==> src/hdl/crl_pkg.sv <==
// ----------------------------------------------------------------------------
// crl_pkg: shared types and constants for the contig range lookup unit
// Opcodes, result status codes, controller states and the control word that
// travels along the chain of range cells.
// ----------------------------------------------------------------------------
package crl_pkg;

  localparam int MAX_RANGES_DEF = 256;
  localparam int COORD_BITS_DEF = 32;

  // Opcodes of an input beat.
  localparam logic [1:0] OP_CLEAR  = 2'd0;
  localparam logic [1:0] OP_LOAD   = 2'd1;
  localparam logic [1:0] OP_LCP    = 2'd2;
  localparam logic [1:0] OP_LOCATE = 2'd3;

  // Result status codes.
  localparam logic [1:0] STAT_OK   = 2'd0;
  localparam logic [1:0] STAT_FULL = 2'd1;
  localparam logic [1:0] STAT_MISS = 2'd2;

  // Largest room value that fits in a result beat.
  localparam logic [31:0] ROOM_MAX = 32'hFFFF_FFFF;

  typedef enum logic [1:0] {
    ST_IDLE,
    ST_SEARCH,
    ST_ROOM,
    ST_FINISH
  } crl_state_t;

  // Control word of a search token moving along the cell chain.
  typedef struct packed {
    logic valid;
    logic found;
  } crl_ctl_t;

endpackage

==> src/hdl/crl_cell.sv <==
// ----------------------------------------------------------------------------
// crl_cell: one range cell of the lookup chain
// Holds the bounds of one contig and checks a passing search token against
// them. A token that has already hit passes through untouched, so the lowest
// index wins.
// ----------------------------------------------------------------------------
module crl_cell
  import crl_pkg::*;
#(
  parameter int MAX_RANGES = MAX_RANGES_DEF,
  parameter int COORD_BITS = COORD_BITS_DEF,
  parameter int CELL_IDX   = 0,
  localparam int IDX_W     = (MAX_RANGES > 1) ? $clog2(MAX_RANGES) : 1,
  localparam int CNT_W     = $clog2(MAX_RANGES + 1)
) (
  input  logic                  clk,
  input  logic                  rst_n,
  input  logic                  wr_en,
  input  logic [COORD_BITS-1:0] wr_first,
  input  logic [COORD_BITS-1:0] wr_last,
  input  logic [CNT_W-1:0]      range_count,
  input  crl_ctl_t              ctl_in,
  input  logic [COORD_BITS-1:0] pos_in,
  input  logic [IDX_W-1:0]      idx_in,
  input  logic [COORD_BITS-1:0] first_in,
  input  logic [COORD_BITS-1:0] last_in,
  output crl_ctl_t              ctl_out,
  output logic [COORD_BITS-1:0] pos_out,
  output logic [IDX_W-1:0]      idx_out,
  output logic [COORD_BITS-1:0] first_out,
  output logic [COORD_BITS-1:0] last_out
);

  logic [COORD_BITS-1:0] first_r, last_r;
  crl_ctl_t              ctl_r, ctl_nxt;
  logic [COORD_BITS-1:0] pos_r, pos_nxt;
  logic [IDX_W-1:0]      idx_r, idx_nxt;
  logic [COORD_BITS-1:0] tfirst_r, tfirst_nxt;
  logic [COORD_BITS-1:0] tlast_r, tlast_nxt;
  logic                  live;
  logic                  hit;

  // Only cells below the fill count hold a loaded contig.
  assign live = range_count > CNT_W'(CELL_IDX);
  assign hit  = ctl_in.valid && !ctl_in.found && live &&
                (pos_in >= first_r) && (pos_in <= last_r);

  always_comb begin
    ctl_nxt.valid = ctl_in.valid;
    ctl_nxt.found = ctl_in.found | hit;
    pos_nxt       = pos_in;
    idx_nxt       = hit ? IDX_W'(CELL_IDX) : idx_in;
    tfirst_nxt    = hit ? first_r : first_in;
    tlast_nxt     = hit ? last_r : last_in;
  end

  always_ff @(posedge clk) begin
    if (wr_en) begin
      first_r <= wr_first;
      last_r  <= wr_last;
    end
  end

  always_ff @(posedge clk) begin
    if (!rst_n) begin
      ctl_r <= '0;
    end else begin
      ctl_r <= ctl_nxt;
    end
  end

  always_ff @(posedge clk) begin
    pos_r    <= pos_nxt;
    idx_r    <= idx_nxt;
    tfirst_r <= tfirst_nxt;
    tlast_r  <= tlast_nxt;
  end

  assign ctl_out   = ctl_r;
  assign pos_out   = pos_r;
  assign idx_out   = idx_r;
  assign first_out = tfirst_r;
  assign last_out  = tlast_r;

endmodule

==> config.mk <==
export PLATFORM = sky130hd
export DESIGN_NAME = crl_cell
export DESIGN_NICKNAME = d
export VERILOG_FILES = /design/src/hdl/crl_pkg.sv /design/src/hdl/crl_cell.sv
export SDC_FILE = /design/constraint.sdc
export NUM_CORES = 1
export LEC_CHECK = 0
export ABC_AREA = 1
export BUFFER_PORTS_ARGS = -buffer_cell sky130_fd_sc_hd__buf_2
export CAP_MARGIN = 20
export CELL_PAD_IN_SITES_DETAIL_PLACEMENT = 0
export CELL_PAD_IN_SITES_GLOBAL_PLACEMENT = 1
export CORE_ASPECT_RATIO = 1.25
export CORE_MARGIN = 2
export CORE_UTILIZATION = 32
export CTS_CLUSTER_DIAMETER = 150
export DETAILED_ROUTE_END_ITERATION = 7
export PLACE_DENSITY = 0.84
export SLEW_MARGIN = 20
export SYNTH_ARGS = -nofsm -noshare
export SYNTH_HDL_FRONTEND = slang
export SYNTH_SLANG_ARGS = --single-unit
==> constraint.sdc <==
create_clock -name clk -period 1.8 [get_ports clk]
set_clock_uncertainty 0.1 [all_clocks]
set_input_delay 0.09 -clock clk [delete_from_list [all_inputs] [get_ports clk]]
set_output_delay 0.09 -clock clk [all_outputs]
set_load 0.03 [all_outputs]
### Yosys cells after proc, flatten, opt, wreduce, memory -nomap -nowiden

Cells that the tools add are included.

| word-level totals | value |
|---|---|
| bits in registers | 170 |
| bits of input ports | 182 |
| output and inout port bits | 106 |

| cells by class | value |
|---|---|
| magnitude comparators | 3 |
| multiplexer cells | 2 |
| bitwise logic cells | 1 |
| reductions and logical operators | 5 |

Operators by type and width:

| operator | number |
|---|---|
| $mux W32 | 2 |
| $ge A32 B32 Y1 | 1 |
| $le A32 B32 Y1 | 1 |
| $gt A9 B1 Y1 const B | 1 |
| $logic_and A1 B1 Y1 | 4 |
| $logic_not A1 Y1 | 1 |
| $or A1 B1 Y1 | 1 |

### Longest topological paths before layout

| logic depth | value |
|---|---|
| depth in word-level cells | 6 |
| gate-level depth with buffers | 18 |

### Least setup slack after synthesis

Ideal clock, no wire load.

| path | value |
|---|---|
| path type | register -> register |
| start point | register last_r[31] |
| end point | register tlast_r[0], in the netlist last_out[0] |
| library setup time | 112 ps |
| data arrival time | 1,675 ps |
| data required time | 1,588 ps |
| slack | -88 ps |
| cell stages (with the launch flop) | 14 |
| path buffers | 2 |
| path through | edfxtp_1 > inv_1 > ha_1 > nand2_1 > nor2_2 > nand2_1 > nor4_2 > nand4_1 > nand2_1 > nand2_1 > buf_6 > buf_6 > nand2_1 > nand2_1 |

| between the ends | value |
|---|---|
| word-level cells in the longest chain between the ends | 3 |

Ends and longest elaborated chain:

| item | RTL line | source |
|---|---|---|
| start, declared | crl_cell.sv:34 | `logic [COORD_BITS-1:0] first_r, last_r;` |
| start signal, assigned | crl_cell.sv:60 | `last_r <= wr_last;` |
| $le A32 B32 Y1 | crl_cell.sv:46 | `(pos_in >= first_r) && (pos_in <= last_r);` |
| $logic_and A1 B1 Y1 | crl_cell.sv:46 |  |
| $mux W32 | crl_cell.sv:54 | `tlast_nxt = hit ? last_r : last_in;` |
| net tlast_nxt[0] | crl_cell.sv:39 | `logic [COORD_BITS-1:0] tlast_r, tlast_nxt;` |
| end signal, assigned | crl_cell.sv:76 | `tlast_r <= tlast_nxt;` |
| end, declared | crl_cell.sv:39 |  |

The timed path passes the listed nets, and every way through them passes these cells.
A chain may end at the register's enable or synchronous reset.

### Worst setup path after layout

| path | value |
|---|---|
| start point | register first_r[30] |
| end point | register tlast_r[29], in the netlist last_out[29] |

| between the ends | value |
|---|---|
| word-level cells in the longest chain between the ends | 4 |

Ends and longest elaborated chain:

| item | RTL line | source |
|---|---|---|
| start, declared | crl_cell.sv:34 |  |
| start signal, assigned | crl_cell.sv:59 | `first_r <= wr_first;` |
| $ge A32 B32 Y1 | crl_cell.sv:46 |  |
| $logic_and A1 B1 Y1 | crl_cell.sv:45 | `assign hit = ctl_in.valid && !ctl_in.found && live &&` |
| $logic_and A1 B1 Y1 | crl_cell.sv:46 |  |
| $mux W32 | crl_cell.sv:54 |  |
| net tlast_nxt[29] | crl_cell.sv:39 |  |

The timed path passes the listed nets, and every way through them passes these cells.

==> key figures <==
Clock tree
  – TritonCTS clock tree: built
  – Num CTS Buffers: 17
  – Max clock buf depth: 2
  – Worst-Skew Late Latency: roughly 0.43 ns
  – Clock Sinks: 170
  – Clk pin slew, worst setup/hold paths: about 0.070 ns
  – Clock root buffer master: clkbuf_16
  – H-tree Lvls: 4

Cells and area
  – Fill cell count: 1754
  – Layout cells sized above 1: 34.8%
  – Non-Filler Instances: 1500
  – Layout net count: 1458
  – Layout area overhead: 69.9%
  – Fin util: roughly 55%

Setup path
  – Crit path kind: flop to flop
  – CP startpoint kind: flop
  – CP arrival: about 2.4 ns
  – Setup crit end kind: flop
  – Critical Path RT: 2.02 ns
  – Largest fanout on the critical path: 23

Routing
  – Routed wire length: 22900 um
  – DRT antenna net count: 0
  – DRT Pass-1 Iters: 4
  – Highest routed layer: met4
  – Post-route DRC: 0
  – Via density: 4.38
  – Metal2 WL: approximately 12000 um
  – Routed WL per cell: 15.3 um
  – WL met1: 8650 um
  – Number of DRC markers in iteration 0: 204
  – Met3 wire len: 1150 um
  – Vias: 6563

STA
  – Slew Limit Fails: 0
  – FMAX: 450 MHz
  – Setup TNS: -28.07 ns
  – Relative slew slack: 75.4%
  – Setup Viol. Count Final: 73
  – PnR worst setup slack: -0.422 ns
  – Final hold violations: 0
  – Minimum clock period: 2.22 ns
  – Period utilization: 123%
  – Worst hold slack: roughly 0.25 ns
  – RSZ-0062 raised after global routing: yes
  – Slew @ Worst Pin: 0.369 ns

Global routing
  – Global-route wire length before repair: 34900 um
  – Remaining Overflow, GRT: 0
  – Gr usage total: between 20% and 30%
  – Antenna violations before repair: 0
  – Number of global-route vias before repair: 6899
  – Largest net degree at the start of global routing: 31

Power
  – Sw Share: 28.3%
  – Gate power share: 20.5%
  – Power Density: around 900 nW/um2
  – Clock network fraction of total power: 37.1%
  – Flop pwr share: between 40% and 50%
  – Cell-internal power: 7480 uW
  – P_leak: 0.00585 uW
  – Peak VDD IR: 0.594 mV
  – Net Sw Power: around 3000 uW
  – Total power: 10400 uW

Job
  – MaxCap Viol Count: 0

Floorplan
  – Row cnt: 59
  – Boundary pin count: around 290
  – Initial Util: approximately 33%
  – Die Height: 167 um
  – Core area: between 20000 and 25000 um2
  – Chip width: between 100 and 150 um
  – DIE AREA: 22500 um2

Yosys
  – Most numerous cell in the Yosys netlist: nand2_1
  – Synthesized net count: between 900 and 1000
  – Synthesized flop and latch total: 170
  – Post-synth EDFFs: 64
  – Register area share after synthesis: 59.4%
  – Share of the synthesized area in the top cell type: between 30% and 40%
  – Warnings, synthesis: 0
  – Asr flop ratio synth: 0%
  – Post-synth top cells: 191 x nand2_1, 106 x dfxtp_1, 86 x inv_1
  – Top area cells in the synthesized netlist: dfxtp_1 31%, edfxtp_1 28%, ha_1 12%
  – Cell area after synthesis: between 6000 and 7000 um2
  – Post-Syn Instances: 683
  – Yosys top cell by area: dfxtp_1
  – Ys flop type: dfxtp_1
  – Syn_area_per_cell: 9.97 um2
  – Synth cell types: 21

Status
  – Status: finished with violations
  – Failing checks: setup timing

Placed design
  – Port-buffer cells: 287
  – Post-DP HPWL: 14900 um
  – Global placement routability congestion: 0.819
  – Placed cells: 1288

Worst hold path
  – Hold WC Path Type: input pin to flop
what timing repair did:
item                                   4_1_cts  5_1_grt
endpoints found under the hold margin      192        0
setup buffers                                6        1
pin swaps                                    5        8
setup endpoints to repair                   73       73
hold buffers                               172        0
gates resized for setup                     22       33
gates cloned                                 3        0
cell type report:
class	instances	area [um2]	share of cell area [%]
Sequential cell	170	4040	34.9
Timing Repair Buffer	531	3800	32.9
Multi-Input combinational cell	404	2430	21.0
Clock buffer	18	429	3.71
Tap cell	274	343	2.96
Inverter	88	338	2.92
Clock inverter	14	181	1.57
Antenna cell	1	2.50	0.0216
metrics by stage:
stage          cell area (um2)  setup slack, ns
5_1_grt                  11600           -0.587
3_3_place_gp              8960           -0.545
3_5_place_dp              8960           -0.561
4_1_cts                  11500           -0.491
2_1_floorplan             6810          -0.0827
6_report                 11600           -0.422
cells by family (layout without fill, tap and decap cells):
kind of cell               after synthesis  after routing  share of synthesized area (%)
AOI/OAI and AO/OA                       42             42                           3.32
adders and majority gates               64             64                           11.8
buffers and inverters                  109            651                           7.37
DFF                                    170            170                           59.4
other                                    0              1                              0
and+or+nand+nor                        298            298                           18.2
layer usage:
metal,track usage [%],vias to the layer above
li1,-,3283
met1,21.5,3019
met2,38.6,216
met3,4.42,45
met4,7.96,0
met5,0,-
critical path: stages (launching register included):
cell      delay, ns
edfxtp_1       0.34
inv_1          0.05
ha_1           0.31
nand2_4        0.07
nor2_4         0.11
nand4_1        0.19
a21oi_2        0.18
nor2_2         0.07
a21oi_4        0.21
nand2_4        0.14
buf_16         0.20
nand2_1        0.08
nand2_1        0.06
power by group through the flow:
stage | combinational [uW] | clock (uW) | sequential [uW]
6_report | 2140 | 3870 | 4420
4_1_cts | 2110 | 3960 | 4410
3_5_place_dp | 1720 | 0 | 4500
5_1_grt | 2340 | 4110 | 4440
2_1_floorplan | 595 | 0 | 4860
3_3_place_gp | 1700 | 0 | 4490
path summary, 6_finish.rpt:
| kind | from | end | slack [ns] | depth (start not counted) |
|---|---|---|---|---|
| worst min register to register | first_r[21] | first_out[21] | 0.40 | 2 |
| worst min-delay path | pos_in[18] | pos_out[18] | 0.25 | 2 |
| worst max-delay path | first_r[30] | last_out[29] | -0.42 | 12 |
| worst max register to register | first_r[30] | last_out[29] | -0.42 | 12 |
registers in the layout (all words and copies together), names as in the netlist:
| register | cells |
|---|---|
| first_out | 32 |
| first_r | 32 |
| last_out | 32 |
| last_r | 32 |
| pos_out | 32 |
| idx_out | 8 |
| ctl_out | 2 |
placed cells by master (no fill, tap or decap), types with 4 or more instances in the layout:
cell type / instances
buf_12: 4
buf_2: 286
edfxtp_1: 64
inv_6: 6
dlygate4sd3_1: 172
a21oi_1: 28
nand2_1: 176
buf_4: 62
inv_2: 4
nor2_1: 22
ha_1: 58
nand3_1: 68
nor2_2: 4
inv_1: 83
clkbuf_16: 17
nand2_2: 12
nand4_1: 7
o21ai_0: 5
ha_4: 6
dfxtp_1: 106
Note: power is estimated with default switching activity, not from simulation.
